===== src/hdl/vlt_pkg.sv =====
// Shared types and constants for the variable lock table.
package vlt_pkg;

	// Default sizing of the table
	localparam int unsigned TABLE_DEPTH_DEF = 16;
	localparam int unsigned KEY_BITS_DEF    = 64;
	localparam int unsigned OWNER_BITS_DEF  = 16;

	// Field widths on the stream ports
	localparam int unsigned CMD_W        = 2;
	localparam int unsigned KEY_FIELD_W  = 64;
	localparam int unsigned OWN_FIELD_W  = 16;
	localparam int unsigned KEY_LSB      = CMD_W;
	localparam int unsigned OWN_LSB      = CMD_W + KEY_FIELD_W;
	localparam int unsigned S_FIELDS_W   = CMD_W + KEY_FIELD_W + OWN_FIELD_W;
	localparam int unsigned S_TDATA_W    = ((S_FIELDS_W + 7) / 8) * 8;
	localparam int unsigned M_TDATA_W    = 8;

	typedef enum logic [CMD_W-1:0] {
		CMD_CHECK      = 2'd0,
		CMD_PLACE      = 2'd1,
		CMD_REMOVE     = 2'd2,
		CMD_REMOVE_ALL = 2'd3
	} cmd_t;

endpackage


===== src/hdl/vlt_ram.sv =====
// Single-port-write, single-port-read table memory with registered read data.
module vlt_ram #(
	parameter int unsigned WIDTH  = 81,
	parameter int unsigned DEPTH  = 16,
	parameter int unsigned ADDR_W = 4
) (
	input  logic              clk,
	input  logic              wr_en,
	input  logic [ADDR_W-1:0] wr_addr,
	input  logic [WIDTH-1:0]  wr_data,
	input  logic              rd_en,
	input  logic [ADDR_W-1:0] rd_addr,
	output logic [WIDTH-1:0]  rd_data
);

	logic [WIDTH-1:0] mem [DEPTH];

	always_ff @(posedge clk) begin
		if (wr_en) begin
			mem[wr_addr] <= wr_data;
		end
	end

	always_ff @(posedge clk) begin
		if (rd_en) begin
			rd_data <= mem[rd_addr];
		end
	end

endmodule


===== src/hdl/variable_lock_table_core.sv =====
// Top level of the variable lock table: command sequencer around the entry memory.
//
//  channel   dir  tdata fields (lsb first)                         tuser/tlast
//  s_axis    in   cmd[1:0], var_key[65:2], owner_id[81:66], pad    none
//  m_axis    out  success[0], table_full[1], pad                   none
//
// Each command scans every entry once through the memory read port before the
// result is loaded into the output register.
// The single memory read port, one entry a cycle, sets the length of a scan.
// After reset a clearing pass writes every entry to zero before s_tready rises.
// A new command is taken while the previous result waits on m_tready; a
// finished scan holds in its last state until the output register is free.
module variable_lock_table_core #(
	parameter int unsigned TABLE_DEPTH = vlt_pkg::TABLE_DEPTH_DEF,
	parameter int unsigned KEY_BITS    = vlt_pkg::KEY_BITS_DEF,
	parameter int unsigned OWNER_BITS  = vlt_pkg::OWNER_BITS_DEF
) (
	input  logic                          clk,
	input  logic                          arst_n,
	input  logic                          s_tvalid,
	output logic                          s_tready,
	input  logic [vlt_pkg::S_TDATA_W-1:0] s_tdata,  // cmd, var_key, owner_id, zero pad
	output logic                          m_tvalid,
	input  logic                          m_tready,
	output logic [vlt_pkg::M_TDATA_W-1:0] m_tdata   // success, table_full, zero pad
);

	localparam int unsigned IDX_W  = (TABLE_DEPTH > 1) ? $clog2(TABLE_DEPTH) : 1;
	localparam int unsigned CNT_W  = $clog2(TABLE_DEPTH + 1);
	localparam int unsigned OWN_W  = (OWNER_BITS < vlt_pkg::OWN_FIELD_W) ?
		OWNER_BITS : vlt_pkg::OWN_FIELD_W;
	localparam int unsigned ENT_W  = 1 + KEY_BITS + OWN_W;
	localparam int unsigned KEY_LO = 1;
	localparam int unsigned OWN_LO = 1 + KEY_BITS;

	typedef enum logic [1:0] {
		ST_CLEAR,
		ST_IDLE,
		ST_SCAN,
		ST_DONE
	} state_t;

	state_t               state_q;
	logic [CNT_W-1:0]     cnt_q;
	vlt_pkg::cmd_t        cmd_q;
	logic [KEY_BITS-1:0]  key_q;
	logic [OWN_W-1:0]     own_q;
	logic                 found_q;
	logic                 free_found_q;
	logic [IDX_W-1:0]     free_idx_q;
	logic                 valid_s1;
	logic [IDX_W-1:0]     idx_s1;
	logic                 m_tvalid_q;
	logic [vlt_pkg::M_TDATA_W-1:0] m_tdata_q;

	logic                 wr_en;
	logic [IDX_W-1:0]     wr_addr;
	logic [ENT_W-1:0]     wr_data;
	logic                 rd_en;
	logic [IDX_W-1:0]     rd_addr;
	logic [ENT_W-1:0]     rd_data;

	logic                 ent_valid;
	logic [KEY_BITS-1:0]  ent_key;
	logic [OWN_W-1:0]     ent_own;
	logic                 key_hit;
	logic                 own_hit;
	logic                 kill_s1;
	logic                 last_s1;
	logic                 out_free;
	logic                 place_ok;
	logic                 place_full;
	logic                 res_ok;
	logic                 res_full;
	logic                 s_xfer;

	vlt_ram #(
		.WIDTH  (ENT_W),
		.DEPTH  (TABLE_DEPTH),
		.ADDR_W (IDX_W)
	) u_ram (
		.clk     (clk),
		.wr_en   (wr_en),
		.wr_addr (wr_addr),
		.wr_data (wr_data),
		.rd_en   (rd_en),
		.rd_addr (rd_addr),
		.rd_data (rd_data)
	);

	assign s_tready = (state_q == ST_IDLE);
	assign s_xfer   = s_tvalid && s_tready;
	assign m_tvalid = m_tvalid_q;
	assign m_tdata  = m_tdata_q;
	assign out_free = !m_tvalid_q || m_tready;

	assign ent_valid = rd_data[0];
	assign ent_key   = rd_data[KEY_LO +: KEY_BITS];
	assign ent_own   = rd_data[OWN_LO +: OWN_W];
	assign key_hit   = ent_valid && (ent_key == key_q);
	assign own_hit   = ent_valid && (ent_own == own_q);
	assign last_s1   = valid_s1 && (idx_s1 == IDX_W'(TABLE_DEPTH - 1));

	// Remove frees only the first key match; remove-all frees every owner match
	always_comb begin
		unique case (cmd_q)
			vlt_pkg::CMD_CHECK:      kill_s1 = 1'b0;
			vlt_pkg::CMD_PLACE:      kill_s1 = 1'b0;
			vlt_pkg::CMD_REMOVE:     kill_s1 = key_hit && !found_q;
			vlt_pkg::CMD_REMOVE_ALL: kill_s1 = own_hit;
			default:                 kill_s1 = 1'b0;
		endcase
	end

	assign place_ok   = (cmd_q == vlt_pkg::CMD_PLACE) && !found_q && free_found_q;
	assign place_full = (cmd_q == vlt_pkg::CMD_PLACE) && !found_q && !free_found_q;
	assign res_ok     = (cmd_q == vlt_pkg::CMD_PLACE) ? place_ok : found_q;
	assign res_full   = place_full;

	assign rd_en   = (state_q == ST_SCAN) && (cnt_q < CNT_W'(TABLE_DEPTH));
	assign rd_addr = cnt_q[IDX_W-1:0];

	// One write port: clearing pass, invalidate during scan, or lock placement
	always_comb begin
		wr_en   = 1'b0;
		wr_addr = idx_s1;
		wr_data = {rd_data[ENT_W-1:1], 1'b0};
		priority if (state_q == ST_CLEAR) begin
			wr_en   = 1'b1;
			wr_addr = cnt_q[IDX_W-1:0];
			wr_data = '0;
		end else if (state_q == ST_SCAN) begin
			wr_en = valid_s1 && kill_s1;
		end else if (state_q == ST_DONE) begin
			wr_en   = out_free && place_ok;
			wr_addr = free_idx_q;
			wr_data = {own_q, key_q, 1'b1};
		end else begin
			wr_en = 1'b0;
		end
	end

	always_ff @(posedge clk or negedge arst_n) begin
		if (!arst_n) begin
			state_q      <= ST_CLEAR;
			cnt_q        <= '0;
			cmd_q        <= vlt_pkg::CMD_CHECK;
			key_q        <= '0;
			own_q        <= '0;
			found_q      <= 1'b0;
			free_found_q <= 1'b0;
			free_idx_q   <= '0;
			valid_s1     <= 1'b0;
			idx_s1       <= '0;
			m_tvalid_q   <= 1'b0;
			m_tdata_q    <= '0;
		end else begin
			// the finish state reloads the output register itself
			if (m_tvalid_q && m_tready && state_q != ST_DONE) begin
				m_tvalid_q <= 1'b0;
			end
			valid_s1 <= rd_en;
			if (rd_en) begin
				idx_s1 <= cnt_q[IDX_W-1:0];
			end
			unique case (state_q)
				ST_CLEAR: begin
					cnt_q <= cnt_q + CNT_W'(1);
					if (cnt_q == CNT_W'(TABLE_DEPTH - 1)) begin
						state_q <= ST_IDLE;
					end
				end
				ST_IDLE: begin
					if (s_xfer) begin
						cmd_q        <= vlt_pkg::cmd_t'(s_tdata[vlt_pkg::CMD_W-1:0]);
						key_q        <= s_tdata[vlt_pkg::KEY_LSB +: KEY_BITS];
						own_q        <= s_tdata[vlt_pkg::OWN_LSB +: OWN_W];
						cnt_q        <= '0;
						found_q      <= 1'b0;
						free_found_q <= 1'b0;
						state_q      <= ST_SCAN;
					end
				end
				ST_SCAN: begin
					if (rd_en) begin
						cnt_q <= cnt_q + CNT_W'(1);
					end
					if (valid_s1) begin
						if ((cmd_q == vlt_pkg::CMD_REMOVE_ALL) ? own_hit : key_hit) begin
							found_q <= 1'b1;
						end
						if (!ent_valid && !free_found_q) begin
							free_found_q <= 1'b1;
							free_idx_q   <= idx_s1;
						end
					end
					if (last_s1) begin
						state_q <= ST_DONE;
					end
				end
				ST_DONE: begin
					if (out_free) begin
						m_tvalid_q <= 1'b1;
						m_tdata_q  <= vlt_pkg::M_TDATA_W'({res_full, res_ok});
						state_q    <= ST_IDLE;
					end
				end
				default: begin
					state_q <= ST_IDLE;
				end
			endcase
		end
	end

	// A scan never writes back the entry it is reading in the same cycle
	a_no_rw_collision: assert property (@(posedge clk) disable iff (!arst_n)
		(state_q == ST_SCAN && wr_en && rd_en) |-> (wr_addr != rd_addr))
		else $error("scan writes the entry being read");

	// Results only come out of the final scan state
	a_result_from_done: assert property (@(posedge clk) disable iff (!arst_n)
		$rose(m_tvalid) |-> $past(state_q == ST_DONE))
		else $error("result raised outside of the finish state");

	// Place failure and success are exclusive
	a_full_excl: assert property (@(posedge clk) disable iff (!arst_n)
		m_tvalid |-> !(m_tdata[0] && m_tdata[1]))
		else $error("success and table_full both set");

	// An accepted command starts its scan at entry zero
	a_scan_start: assert property (@(posedge clk) disable iff (!arst_n)
		s_xfer |=> (state_q == ST_SCAN && cnt_q == '0 && !found_q))
		else $error("scan did not start cleanly");

endmodule

===== config.mk =====
export PLATFORM = sky130hd
export DESIGN_NAME = variable_lock_table_core
export DESIGN_NICKNAME = d
export VERILOG_FILES = /design/src/hdl/vlt_pkg.sv /design/src/hdl/vlt_ram.sv /design/src/hdl/variable_lock_table_core.sv
export SDC_FILE = /design/constraint.sdc
export NUM_CORES = 2
export LEC_CHECK = 0
export BUFFER_PORTS_ARGS = -buffer_cell sky130_fd_sc_hd__buf_2
export CAP_MARGIN = 30
export CORE_AREA = 2 2 408 410
export CTS_BUF_LIST = sky130_fd_sc_hd__clkbuf_4 sky130_fd_sc_hd__clkbuf_8
export DETAILED_ROUTE_END_ITERATION = 8
export DIE_AREA = 0 0 410 412
export SLEW_MARGIN = 20
export SYNTH_ARGS = -nofsm -noshare
export SYNTH_HDL_FRONTEND = slang
export SYNTH_SLANG_ARGS = --single-unit

===== constraint.sdc =====
create_clock -name clk -period 9 [get_ports clk]
set_clock_uncertainty 0.15 [all_clocks]
set_input_delay 1.35 -clock clk [delete_from_list [all_inputs] [get_ports clk]]
set_output_delay 1.35 -clock clk [all_outputs]
set_load 0.02 [all_outputs]

==> metrics.cfg <==
[critical_path]
cp-end-kind = register
r2r_slack_ps = 3520
critPathKind = register to register
cp.arrival_ps = 5840
crit-reg2reg-launch = u_ram.rd_data[10]
required_ps = 9360
rr_worst_depth = 8
crit_fanout = 36
start_kind = register
regToRegEndpoint = u_ram.mem[10][44]

[sta]
tns_ps = 0
tightest_slew_ps = 1033
holdWs_ps = 241.9
min_period_over_period_pct = 60.91
max_freq_mhz = 182.4
hold_violations = 0
drv_slew = 0
timing.slew.headroom_pct = 30.49
fin_crit_ps = 5482
setup_viol_count_final = 0
rsz0062_at_grt = no

[floorplanning]
dieWidth_um = 410
core_region_area_mm2 = 0.1642
die-area_mm2 = 0.1689
initial_utilization_pct = 34.91
io_pins = 102
die_h_um = 412
placement_rows = 149

[power_and_ir_drop]
p_comb_share_pct = 30.9
seq_power_share_pct = 46.0
switching_share_pct = 32.22
power_switching_w = 0.007740
power_w = 0.02402
internal_power_w = 0.01628
p_per_area_mw_per_mm2 = 365.2
p_leak_nw = 21.11
p_clk_share_pct = 23.1
peakVddDrop_mv = 0.2305

[clock_network]
cts_max_level = 4
cts_buffers = 217
path_clk_slew_ps = 60
tritoncts = done
hold_buffers = 0
cts_buffer_depth = 3
cts_resized = 0
clock-sinks = 1480
post_cts_buffers = 0
clock_latency_ps = 920
cts_root_buf = clkbuf_8

[drt]
drt-total-wl_um = 140800
drt_iter0_markers = 2651
ant_nets = 0
drc = 0
first_pass_iters = 5
num_vias = 27420
vias_per_cell = 5.200
wl_per_cell_um = 26.71

[global_routing]
antenna_found_initial = 11
grt_usage_pct = 16.61
grt_overflow = 0
grt_pass1_wl_um = 202100
grt_max_degree = 115
grt_pass1_vias = 28110

[place]
portBuffers = 89
placed_cell_area_mm2 = 0.06076
dp_hpwl_um = 70030
routabilityCongestion = 0.7113

[logic_synthesis]
syn_avg_cell_area_um2 = 21.95
syn_inst = 2612
synth_edf_count = 1377
ys.flop_type = edfxtp_1
yosys_register_bits = 1480
syn_area_mm2 = 0.05733
ys_seq_area_share_pct = 76.62
async_reset_ff_share_pct = 6.959
netlist-cell-type-count = 49
synth_warnings = 0

[run_status]
status = finished clean

[cells_and_area]
final_area_mm2 = 0.06578
syn2layout_area_growth_pct = 14.73
final_nets = 2989
final_cell_mix = edfxtp_1, mux4_2, clkbuf_8
final_common_cell = edfxtp_1
drive_gt1_share_pct = 36.07

[worst_hold_path]
hp-class = input port to asynchronous set/reset pin

[job]
max_cap_viol_count = 0

-- cell families (layout without fill, tap and decap cells) --
kind of cell,after synthesis,in the layout,synth area share (%)
multiplexers,502,502,17.81
adder cells (fa/ha/maj),7,7,0.1528
buffers and inverters,160,623,1.178
other,1,10,0.006541
XOR/XNOR,61,61,0.9318
flip-flops,1480,1480,76.62
AND/OR/NAND/NOR,277,277,2.091
AO/OA/AOI/OAI,124,124,1.218
-- cells in the mapped netlist (4+ instances only) --
cell	instances	share of area, %
edfxtp_1	1377	72
o21a_1	4	0.052
nor4_1	9	0.098
inv_1	23	0.15
buf_2	36	0.31
o22ai_1	6	0.065
dfrtp_1	103	4.5
xor2_1	38	0.58
nand2_1	199	1.3
buf_1	15	0.098
mux2_2	93	1.8
mux4_2	405	16
nand2b_1	8	0.087
xnor2_1	23	0.35
nor2_1	25	0.16
a21oi_1	89	0.78
mux2i_1	4	0.070
nand3_1	4	0.035
nand4_1	9	0.098
clkbuf_1	79	0.52
ha_1	7	0.15
buf_4	6	0.079
o21ai_0	12	0.10
nor2b_1	9	0.098
-- power by group through the flow --
stage,clock network (W),registers (W),logic (W)
global route,0.00596,0.0112,0.00796
global placement,0,0.0112,0.00700
floorplan,0,0.0109,0.00493
CTS,0.00568,0.0111,0.00718
detailed placement,0,0.0112,0.00717
finish,0.00556,0.0110,0.00742
-- routing by layer --
metal / global-route usage (%) / part of all wire (%) / vias to the layer above
met5: 0 / 0.049 / -
met2: 27.62 / 50 / 943
li1: - / - / 11370
met1: 22.63 / 42 / 14910
met3: 3.105 / 6.4 / 184
met4: 4.044 / 1.6 / 12
-- worst max-delay path by stage --
stage / startpoint / endpoint / slack, ps / cells after the start
CTS: u_ram.rd_data[10] / u_ram.mem[10][44] / 3560 / 8
detailed placement: u_ram.rd_data[10] / u_ram.mem[10][41] / 3600 / 8
global route: u_ram.rd_data[10] / u_ram.mem[10][44] / 3540 / 8
finish: u_ram.rd_data[10] / u_ram.mem[10][44] / 3520 / 8
global placement: u_ram.rd_data[10] / u_ram.mem[13][41] / 3530 / 7
floorplan: m_tready / u_ram.mem[5][0] / 2940 / 6
-- area by class of cell --
cell class | count | area [um^2]
Fill cell | 14420 | 98460
Timing Repair Buffer | 191 | 1450
Clock inverter | 102 | 754.5
Sequential cell | 1480 | 43940
Clock buffer | 307 | 3762
Multi-Input combinational cell | 977 | 13030
Inverter | 23 | 91.34
Antenna cell | 4 | 10.01
Tap cell | 2189 | 2739
-- critical path, stage by stage (launching register included) --
cell and delay (ps):
edfxtp_1 410, xor2_1 280, nor4_1 940, nand4_1 410
nor4_2 750, a31oi_4 460, buf_8 290, nor2_4 600
buf_4 740
-- through the flow --
step	setup slack [ps]	instances	util [%]
after global placement	3528	4806	36.91
after CTS	3562	5221	39.75
after detailed placement	3601	4812	37.00
after floorplan	2940	2617	-
final	3518	5273	40.05
after global routing	3538	5270	40.05
-- flip-flops by register name, indices dropped and copies added (netlist names), 2 cells and up --
| register | flops |
|---|---|
| cmd_q | 2 |
| cnt_q | 5 |
| free_idx_q | 4 |
| idx_s1 | 4 |
| key_q | 64 |
| m_tdata | 2 |
| own_q | 16 |
| state_q | 2 |
| u_ram.mem | 1296 |
| u_ram.rd_data | 81 |
No activity file was read; power rests on OpenSTA's default activity.
